## src/rtl/core/cbm_pkg.sv

```systemverilog
`timescale 1ns / 1ps
// cbm_pkg: shared types and constants of the cartridge bank mapper
// no dependencies

package cbm_pkg;

    localparam int ROM_ADDR_BITS_DEF = 21;
    localparam int PHYS_ADDR_BITS    = 21;
    localparam int BUS_ADDR_BITS     = 16;

    // controller kinds, kind 3 behaves as no controller
    localparam logic [1:0] KIND_NONE = 2'd0;
    localparam logic [1:0] KIND_MBC1 = 2'd1;
    localparam logic [1:0] KIND_MBC2 = 2'd2;

    localparam logic [3:0] RAM_ENABLE_KEY = 4'hA;

    typedef enum logic [1:0] {
        TGT_NONE = 2'd0,
        TGT_ROM  = 2'd1,
        TGT_RAM  = 2'd2,
        TGT_CTRL = 2'd3
    } t_target;

endpackage

```

## src/rtl/core/cbm_if.sv

```systemverilog
`timescale 1ns / 1ps
// cbm_req_if / cbm_rsp_if: valid-ready channels of the bank mapper
// depends on cbm_pkg

interface cbm_req_if import cbm_pkg::*; ();
    logic                     valid;
    logic                     ready;
    logic                     operation;
    logic [BUS_ADDR_BITS-1:0] bus_address;
    logic [7:0]               write_data;

    modport source (output valid, operation, bus_address, write_data, input ready);
    modport sink   (input valid, operation, bus_address, write_data, output ready);
endinterface

interface cbm_rsp_if import cbm_pkg::*; ();
    logic                      valid;
    logic                      ready;
    logic [1:0]                target;
    logic [PHYS_ADDR_BITS-1:0] physical_address;
    logic                      ram_write_strobe;

    modport source (output valid, target, physical_address, ram_write_strobe, input ready);
    modport sink   (input valid, target, physical_address, ram_write_strobe, output ready);
endinterface

```

## src/rtl/core/cartridge_bank_mapper.sv

```systemverilog
`timescale 1ns / 1ps
// cartridge_bank_mapper: MBC1/MBC2 style ROM/RAM bank mapping of CPU bus accesses
// each access is registered in the input register, mapped, then held in the result register
// throughput: one access per cycle while the result side is ready, set by the single mapping stage
// synchronous active-low reset: pipeline empty, controller kind MBC1, RAM disabled,
// low bank 1, upper bits 0, ROM banking mode; depends on cbm_pkg and cbm_if

module cartridge_bank_mapper import cbm_pkg::*; #(
    parameter int ROM_ADDR_BITS = ROM_ADDR_BITS_DEF   // 15..21
) (
    input  logic             i_clk,
    input  logic             i_rst_n,
    input  logic             i_cfg_we,
    input  logic [1:0]       i_cfg_data,
    cbm_req_if.sink          i_req,
    cbm_rsp_if.source        o_rsp
);

    // mask applied to every ROM address
    localparam logic [PHYS_ADDR_BITS-1:0] ROM_MASK =
        PHYS_ADDR_BITS'((64'd1 << ROM_ADDR_BITS) - 64'd1);

    // configuration and banking state
    logic [1:0] r_kind;
    logic       r_ram_en,   n_ram_en;
    logic [4:0] r_low_bank, n_low_bank;
    logic [1:0] r_up_bank,  n_up_bank;
    logic       r_mode,     n_mode;

    // input register stage
    logic                     r_s1_valid;
    logic                     r_s1_op;
    logic [BUS_ADDR_BITS-1:0] r_s1_addr;
    logic [7:0]               r_s1_data;

    // result register
    logic                      r_out_valid;
    t_target                   r_out_target, n_out_target;
    logic [PHYS_ADDR_BITS-1:0] r_out_addr,   n_out_addr;
    logic                      r_out_strobe, n_out_strobe;

    logic s1_adv;   // input register may load
    logic s2_adv;   // mapping stage may move into the result register

    // a stage moves when the one after it is empty or drains in the same cycle
    assign s2_adv      = !r_out_valid || o_rsp.ready;
    assign s1_adv      = !r_s1_valid || s2_adv;
    assign i_req.ready = s1_adv;

    assign o_rsp.valid            = r_out_valid;
    assign o_rsp.target           = r_out_target;
    assign o_rsp.physical_address = r_out_addr;
    assign o_rsp.ram_write_strobe = r_out_strobe;

    // mapping logic on the registered access
    logic       is_mbc1, is_mbc2, has_ctrl;
    logic       in_rom, in_ram;
    logic [6:0] rom_bank;
    logic [3:0] mbc2_bank;
    logic [1:0] ram_bank;

    always_comb begin
        is_mbc1  = (r_kind == KIND_MBC1);
        is_mbc2  = (r_kind == KIND_MBC2);
        has_ctrl = is_mbc1 || is_mbc2;
        in_rom   = !r_s1_addr[15];
        in_ram   = (r_s1_addr[15:13] == 3'b101);

        // MBC2 never selects bank 0 in the switchable window
        mbc2_bank = (r_low_bank[3:0] == 4'd0) ? 4'd1 : r_low_bank[3:0];

        // ROM bank: lower window fixed unless MBC1 in RAM banking mode
        if (is_mbc1) begin
            if (!r_s1_addr[14]) begin
                rom_bank = r_mode ? {r_up_bank, 5'd0} : 7'd0;
            end else begin
                rom_bank = {r_up_bank, r_low_bank};
            end
        end else begin
            rom_bank = r_s1_addr[14] ? {3'd0, mbc2_bank} : 7'd0;
        end

        ram_bank = r_mode ? r_up_bank : 2'd0;

        n_out_target = TGT_NONE;
        n_out_addr   = '0;
        n_out_strobe = 1'b0;
        n_ram_en     = r_ram_en;
        n_low_bank   = r_low_bank;
        n_up_bank    = r_up_bank;
        n_mode       = r_mode;

        if (in_rom) begin
            if (r_s1_op) begin
                // control register write, decoded per controller kind
                n_out_target = TGT_CTRL;
                if (is_mbc1) begin
                    unique case (r_s1_addr[14:13])
                        2'd0: n_ram_en = (r_s1_data[3:0] == RAM_ENABLE_KEY);
                        2'd1: n_low_bank = (r_s1_data[4:0] == 5'd0) ? 5'd1 : r_s1_data[4:0];
                        2'd2: n_up_bank = r_s1_data[1:0];
                        2'd3: n_mode = r_s1_data[0];
                    endcase
                end else if (is_mbc2 && !r_s1_addr[14]) begin
                    // address bit 8 picks RAM enable or ROM bank
                    if (!r_s1_addr[8]) begin
                        n_ram_en = (r_s1_data[3:0] == RAM_ENABLE_KEY);
                    end else begin
                        n_low_bank = (r_s1_data[3:0] == 4'd0) ? 5'd1
                                                               : {1'b0, r_s1_data[3:0]};
                    end
                end
            end else begin
                n_out_target = TGT_ROM;
                if (has_ctrl) begin
                    n_out_addr = PHYS_ADDR_BITS'({rom_bank, r_s1_addr[13:0]}) & ROM_MASK;
                end else begin
                    // flat ROM, no banking
                    n_out_addr = PHYS_ADDR_BITS'(r_s1_addr) & ROM_MASK;
                end
            end
        end else if (in_ram && (!has_ctrl || r_ram_en)) begin
            n_out_target = TGT_RAM;
            n_out_strobe = r_s1_op;
            if (is_mbc1) begin
                n_out_addr = PHYS_ADDR_BITS'({ram_bank, r_s1_addr[12:0]});
            end else if (is_mbc2) begin
                // 512-entry internal RAM, mirrored
                n_out_addr = PHYS_ADDR_BITS'(r_s1_addr[8:0]);
            end else begin
                n_out_addr = PHYS_ADDR_BITS'(r_s1_addr[12:0]);
            end
        end
    end

    // control state
    always_ff @(posedge i_clk) begin
        if (!i_rst_n) begin
            r_kind      <= KIND_MBC1;
            r_ram_en    <= 1'b0;
            r_low_bank  <= 5'd1;
            r_up_bank   <= 2'd0;
            r_mode      <= 1'b0;
            r_s1_valid  <= 1'b0;
            r_out_valid <= 1'b0;
        end else begin
            if (i_cfg_we) begin
                r_kind <= i_cfg_data;
            end
            if (s1_adv) begin
                r_s1_valid <= i_req.valid;
            end
            if (s2_adv) begin
                r_out_valid <= r_s1_valid;
                // banking state changes only when the access moves on
                if (r_s1_valid) begin
                    r_ram_en   <= n_ram_en;
                    r_low_bank <= n_low_bank;
                    r_up_bank  <= n_up_bank;
                    r_mode     <= n_mode;
                end
            end
        end
    end

    // payload registers
    always_ff @(posedge i_clk) begin
        if (s1_adv && i_req.valid) begin
            r_s1_op   <= i_req.operation;
            r_s1_addr <= i_req.bus_address;
            r_s1_data <= i_req.write_data;
        end
        if (s2_adv && r_s1_valid) begin
            r_out_target <= n_out_target;
            r_out_addr   <= n_out_addr;
            r_out_strobe <= n_out_strobe;
        end
    end

endmodule

```

## src/flat_wrapper.sv

```systemverilog
// flat-port wrapper written by rule: the top's interface ports become plain ports
module cartridge_bank_mapper_flat import cbm_pkg::*;
#(
    parameter int ROM_ADDR_BITS = ROM_ADDR_BITS_DEF            
)
  (i_clk, i_rst_n, i_cfg_we, i_cfg_data, i_req_valid, i_req_operation, i_req_bus_address, i_req_write_data, i_req_ready, o_rsp_valid, o_rsp_target, o_rsp_physical_address, o_rsp_ram_write_strobe, o_rsp_ready);
  cbm_req_if i_req_i ();
  cbm_rsp_if o_rsp_i ();
  input  logic i_clk;
  input  logic i_rst_n;
  input  logic i_cfg_we;
  input  logic [1:0] i_cfg_data;
  input wire logic [$bits(i_req_i.valid)-1:0] i_req_valid;
  input wire logic [$bits(i_req_i.operation)-1:0] i_req_operation;
  input wire logic [$bits(i_req_i.bus_address)-1:0] i_req_bus_address;
  input wire logic [$bits(i_req_i.write_data)-1:0] i_req_write_data;
  output wire logic [$bits(i_req_i.ready)-1:0] i_req_ready;
  output wire logic [$bits(o_rsp_i.valid)-1:0] o_rsp_valid;
  output wire logic [$bits(o_rsp_i.target)-1:0] o_rsp_target;
  output wire logic [$bits(o_rsp_i.physical_address)-1:0] o_rsp_physical_address;
  output wire logic [$bits(o_rsp_i.ram_write_strobe)-1:0] o_rsp_ram_write_strobe;
  input wire logic [$bits(o_rsp_i.ready)-1:0] o_rsp_ready;
  assign i_req_i.valid = i_req_valid;
  assign i_req_i.operation = i_req_operation;
  assign i_req_i.bus_address = i_req_bus_address;
  assign i_req_i.write_data = i_req_write_data;
  assign i_req_ready = i_req_i.ready;
  assign o_rsp_valid = o_rsp_i.valid;
  assign o_rsp_target = o_rsp_i.target;
  assign o_rsp_physical_address = o_rsp_i.physical_address;
  assign o_rsp_ram_write_strobe = o_rsp_i.ram_write_strobe;
  assign o_rsp_i.ready = o_rsp_ready;
  cartridge_bank_mapper #(.ROM_ADDR_BITS(ROM_ADDR_BITS)) u_core (.i_clk(i_clk), .i_rst_n(i_rst_n), .i_cfg_we(i_cfg_we), .i_cfg_data(i_cfg_data), .i_req(i_req_i), .o_rsp(o_rsp_i));
endmodule
```

## config.mk

```make
export PLATFORM = sky130hd
export DESIGN_NAME = cartridge_bank_mapper_flat
export DESIGN_NICKNAME = d
export VERILOG_FILES = /design/src/rtl/core/cbm_pkg.sv /design/src/rtl/core/cbm_if.sv /design/src/rtl/core/cartridge_bank_mapper.sv /design/src/flat_wrapper.sv
export SDC_FILE = /design/constraint.sdc
export NUM_CORES = 1
export LEC_CHECK = 0
export ABC_CLOCK_PERIOD_IN_PS = 2400
export BUFFER_PORTS_ARGS = -buffer_cell sky130_fd_sc_hd__buf_2
export CORE_MARGIN = 10
export CORE_UTILIZATION = 52
export DETAILED_ROUTE_END_ITERATION = 8
export GPL_TIMING_DRIVEN = 0
export PLACE_DENSITY = 0.89
export SLEW_MARGIN = 40
export SYNTH_ARGS = -nofsm -noshare
export SYNTH_HDL_FRONTEND = slang
export SYNTH_SLANG_ARGS = --single-unit
```

## constraint.sdc

```tcl
create_clock -name i_clk -period 2.4 [get_ports i_clk]
set_input_delay 0.48 -clock i_clk [delete_from_list [all_inputs] [get_ports i_clk]]
set_output_delay 0.48 -clock i_clk [all_outputs]
set_load 0.01 [all_outputs]
```

==> results.md <==
- Die height: 86.4 um
- Final Hold Viols: 0
- Resized Gates After CTS: 0
- # rows: 24
- Reg clk slew, reported paths: 70 ps
- I/O pin count: 58
- Unrepaired setup endpoints after global routing: false
- Crit path DAT: 1520 ps
- Ys flop type: edfxtp_1
- Cell Area, Placed: 2650 um^2
- Gr ovfl total: 0
- Placeable Area: 4320 um^2
- FMAX: 0.499 GHz
- Setup-failing EPs final: 0
- Setup tns final: 0 ps
- Area leader, netlist: edfxtp_1
- Antenna violations before repair: 0
- Number of buffers created by CTS: 9
- Total wire length: 4220 um
- H-tree depth: 3
- Clk root buf: clkbuf_8
- Cells after Synth: 158
- WL per Instance: 15.1 um
- Die Width: 86.4 um
- Crit Path Max Fanout: 6
- Hold_buf cts: 0
- First-pass GRT wire length: 6710 um
- Crit start category: flop
- PD cells: 765 nW/um^2
- CP required: 1920 ps
- Register area share after synthesis: 71.6%
- Final instance area: 2840 um^2
- Fin crit share: 83.5%
- Final HPWL DP: 3110 um
- Async SR Flop Fraction: 0%
- Worst Tran Pin Value: 708 ps
- Class of the worst hold path: in -> reg
- Num Clock Sinks: 59
- Synth Register Bits: 59
- Slew Limit Headroom: 52.7%
- Slew Viols, Final: 0
- Largest net degree at the start of global routing: 23
- CP Class: reg -> out
- Synth top area cells: edfxtp_1, dfxtp_1, and2_1, mux2i_1, nand2_1
- DR vias/cell: 5.01
- Mapped cell area: 2290 um^2
- Post-synth EDFFs: 46
- Syn avg cell area: 14.5 um^2
- Clock Tree Buf Depth: 2
- Worst Clk Skew: 13.0 ps
- Via count: 1403
- # diodes: 0
- Worst-Skew Late Latency: 330 ps
- Synthesis Warnings: 0
- Vias in the first global route: 1441
- Final GP Congestion: 0.897
- Post-CTS setup buffer count: 0
- CP Cell Sequence: nor2b_1 -> nand2_1 -> buf_2
- Share of cells above drive strength 1: 32.0%
- Initial Utilization: 53.0%
- Leakage: 1.16 nW
- Post-Syn Nets: 193
- Status: completed
- Post-route ant nets: 0
- Layout area overhead: 23.6%
- Critical path capture point type: output pin
- Max rail drop VDD: 0.518 mV
- Crit-path max cell delay: 580 ps
- R2r setup slk: 530 ps
- Die Area: 7470 um^2
- Commonest non-fill, non-tap cell in the layout: buf_2
- Slowest-stage cell, CP: nor2b_1
- Yosys top cell area share: 60.2%
- Net count reported at finish: 258
- Tot GR Track Use: 11.6%
- Post-layout min period: 2000 ps
- Pre-antenna DRT Iters: 4
- I/O Buffers: 53
- DRC: 0
- Most frequent cells in the layout: buf_2, edfxtp_1, nand2_1
- Post-synthesis cell type count: 32
- CTS tree: yes
- Max-cap viol count: 0
- Violation count after the first detailed-route iteration: 114
metrics by stage:
stage | setup slack, ps | instances | power [mW] | hold WS, ps | utilization [%]
6_report | 396 | 280 | 2.17 | 319 | 65.6
2_1_floorplan | 378 | 158 | 1.27 | 430 | -
4_1_cts | 398 | 280 | 2.19 | 307 | 65.6
3_3_place_gp | -79.3 | 263 | 1.32 | 447 | 60.7
5_1_grt | 292 | 280 | 2.24 | 311 | 65.6
3_5_place_dp | 430 | 264 | 1.33 | 445 | 61.2
cells by family after synthesis:
kind of cell    share of synthesized area, %
flops                                   71.6
compound gates                          5.89
mux                                     4.36
simple gates                            14.7
fa+ha+maj                               1.64
buf+inv                                 1.80
final timing paths:
kind	start	to	cells past startpoint
setup / recovery	u_core.o_rsp.valid	i_req_ready	3
hold / removal	i_req_bus_address[9]	u_core.r_s1_addr[9]	1
setup reg to reg	u_core.r_kind[1]	u_core.r_up_bank[0]	7
hold reg to reg	u_core.r_low_bank[4]	u_core.r_low_bank[4]	2
synthesized netlist by cell type, drive strengths merged, types with 2 or more instances:
library cell / instances
inv: 5
edfxtp: 46
nor2: 3
nor2b: 6
ha: 3
o2111a: 2
and2b: 2
o21ai: 2
a21oi: 2
nand4: 2
nand2: 21
o211ai: 2
dfxtp: 13
and2: 18
a2111oi: 2
mux2i: 10
nor3: 2
clkbuf: 3
nand2b: 2
o22ai: 2
nor4: 2
state kept, by name, indices dropped and copies added (netlist names):
signal                         flops
u_core.r_s1_valid                  1
u_core.o_rsp.valid                 1
u_core.r_ram_en                    1
u_core.r_s1_addr                  16
u_core.o_rsp.physical_address     21
u_core.r_s1_data                   5
u_core.r_up_bank                   2
u_core.r_mode                      1
u_core.o_rsp.ram_write_strobe      1
u_core.r_low_bank                  5
u_core.o_rsp.target                2
u_core.r_s1_op                     1
u_core.r_kind                      2
cell type report:
class	instances	area, um^2
Inverter	5	18.8
Tap cell	52	65.1
Fill cell	314	1490
Timing Repair Buffer	54	280
Multi-Input combinational cell	90	619
Clock inverter	3	38.8
Sequential cell	59	1640
Buffer	4	22.5
Clock buffer	13	149
power by group:
part           switching, mW  internal, mW
clock network          0.355         0.504
logic                 0.0807        0.0590
registers             0.0191          1.15
total                  0.454          1.71
per-layer routing:
metal | vias to the layer above | track usage (%) | part of all wire, % | routed length [um]
met2 | 39 | 18.9 | 49 | 2090
met3 | 8 | 4.41 | 6.8 | 286
met5 | - | 0 | 0 | 0
met4 | 0 | 7.81 | 2.2 | 93
met1 | 651 | 12.2 | 42 | 1760
li1 | 705 | - | - | -
critical path, delay by kind of cell (launching register included):
kind                   cells  cell delay [ps]
AND/OR/NAND/NOR            2              710
flip-flops                 1              320
buffers and inverters      1              170
Note: power is estimated with default switching activity, not from simulation.
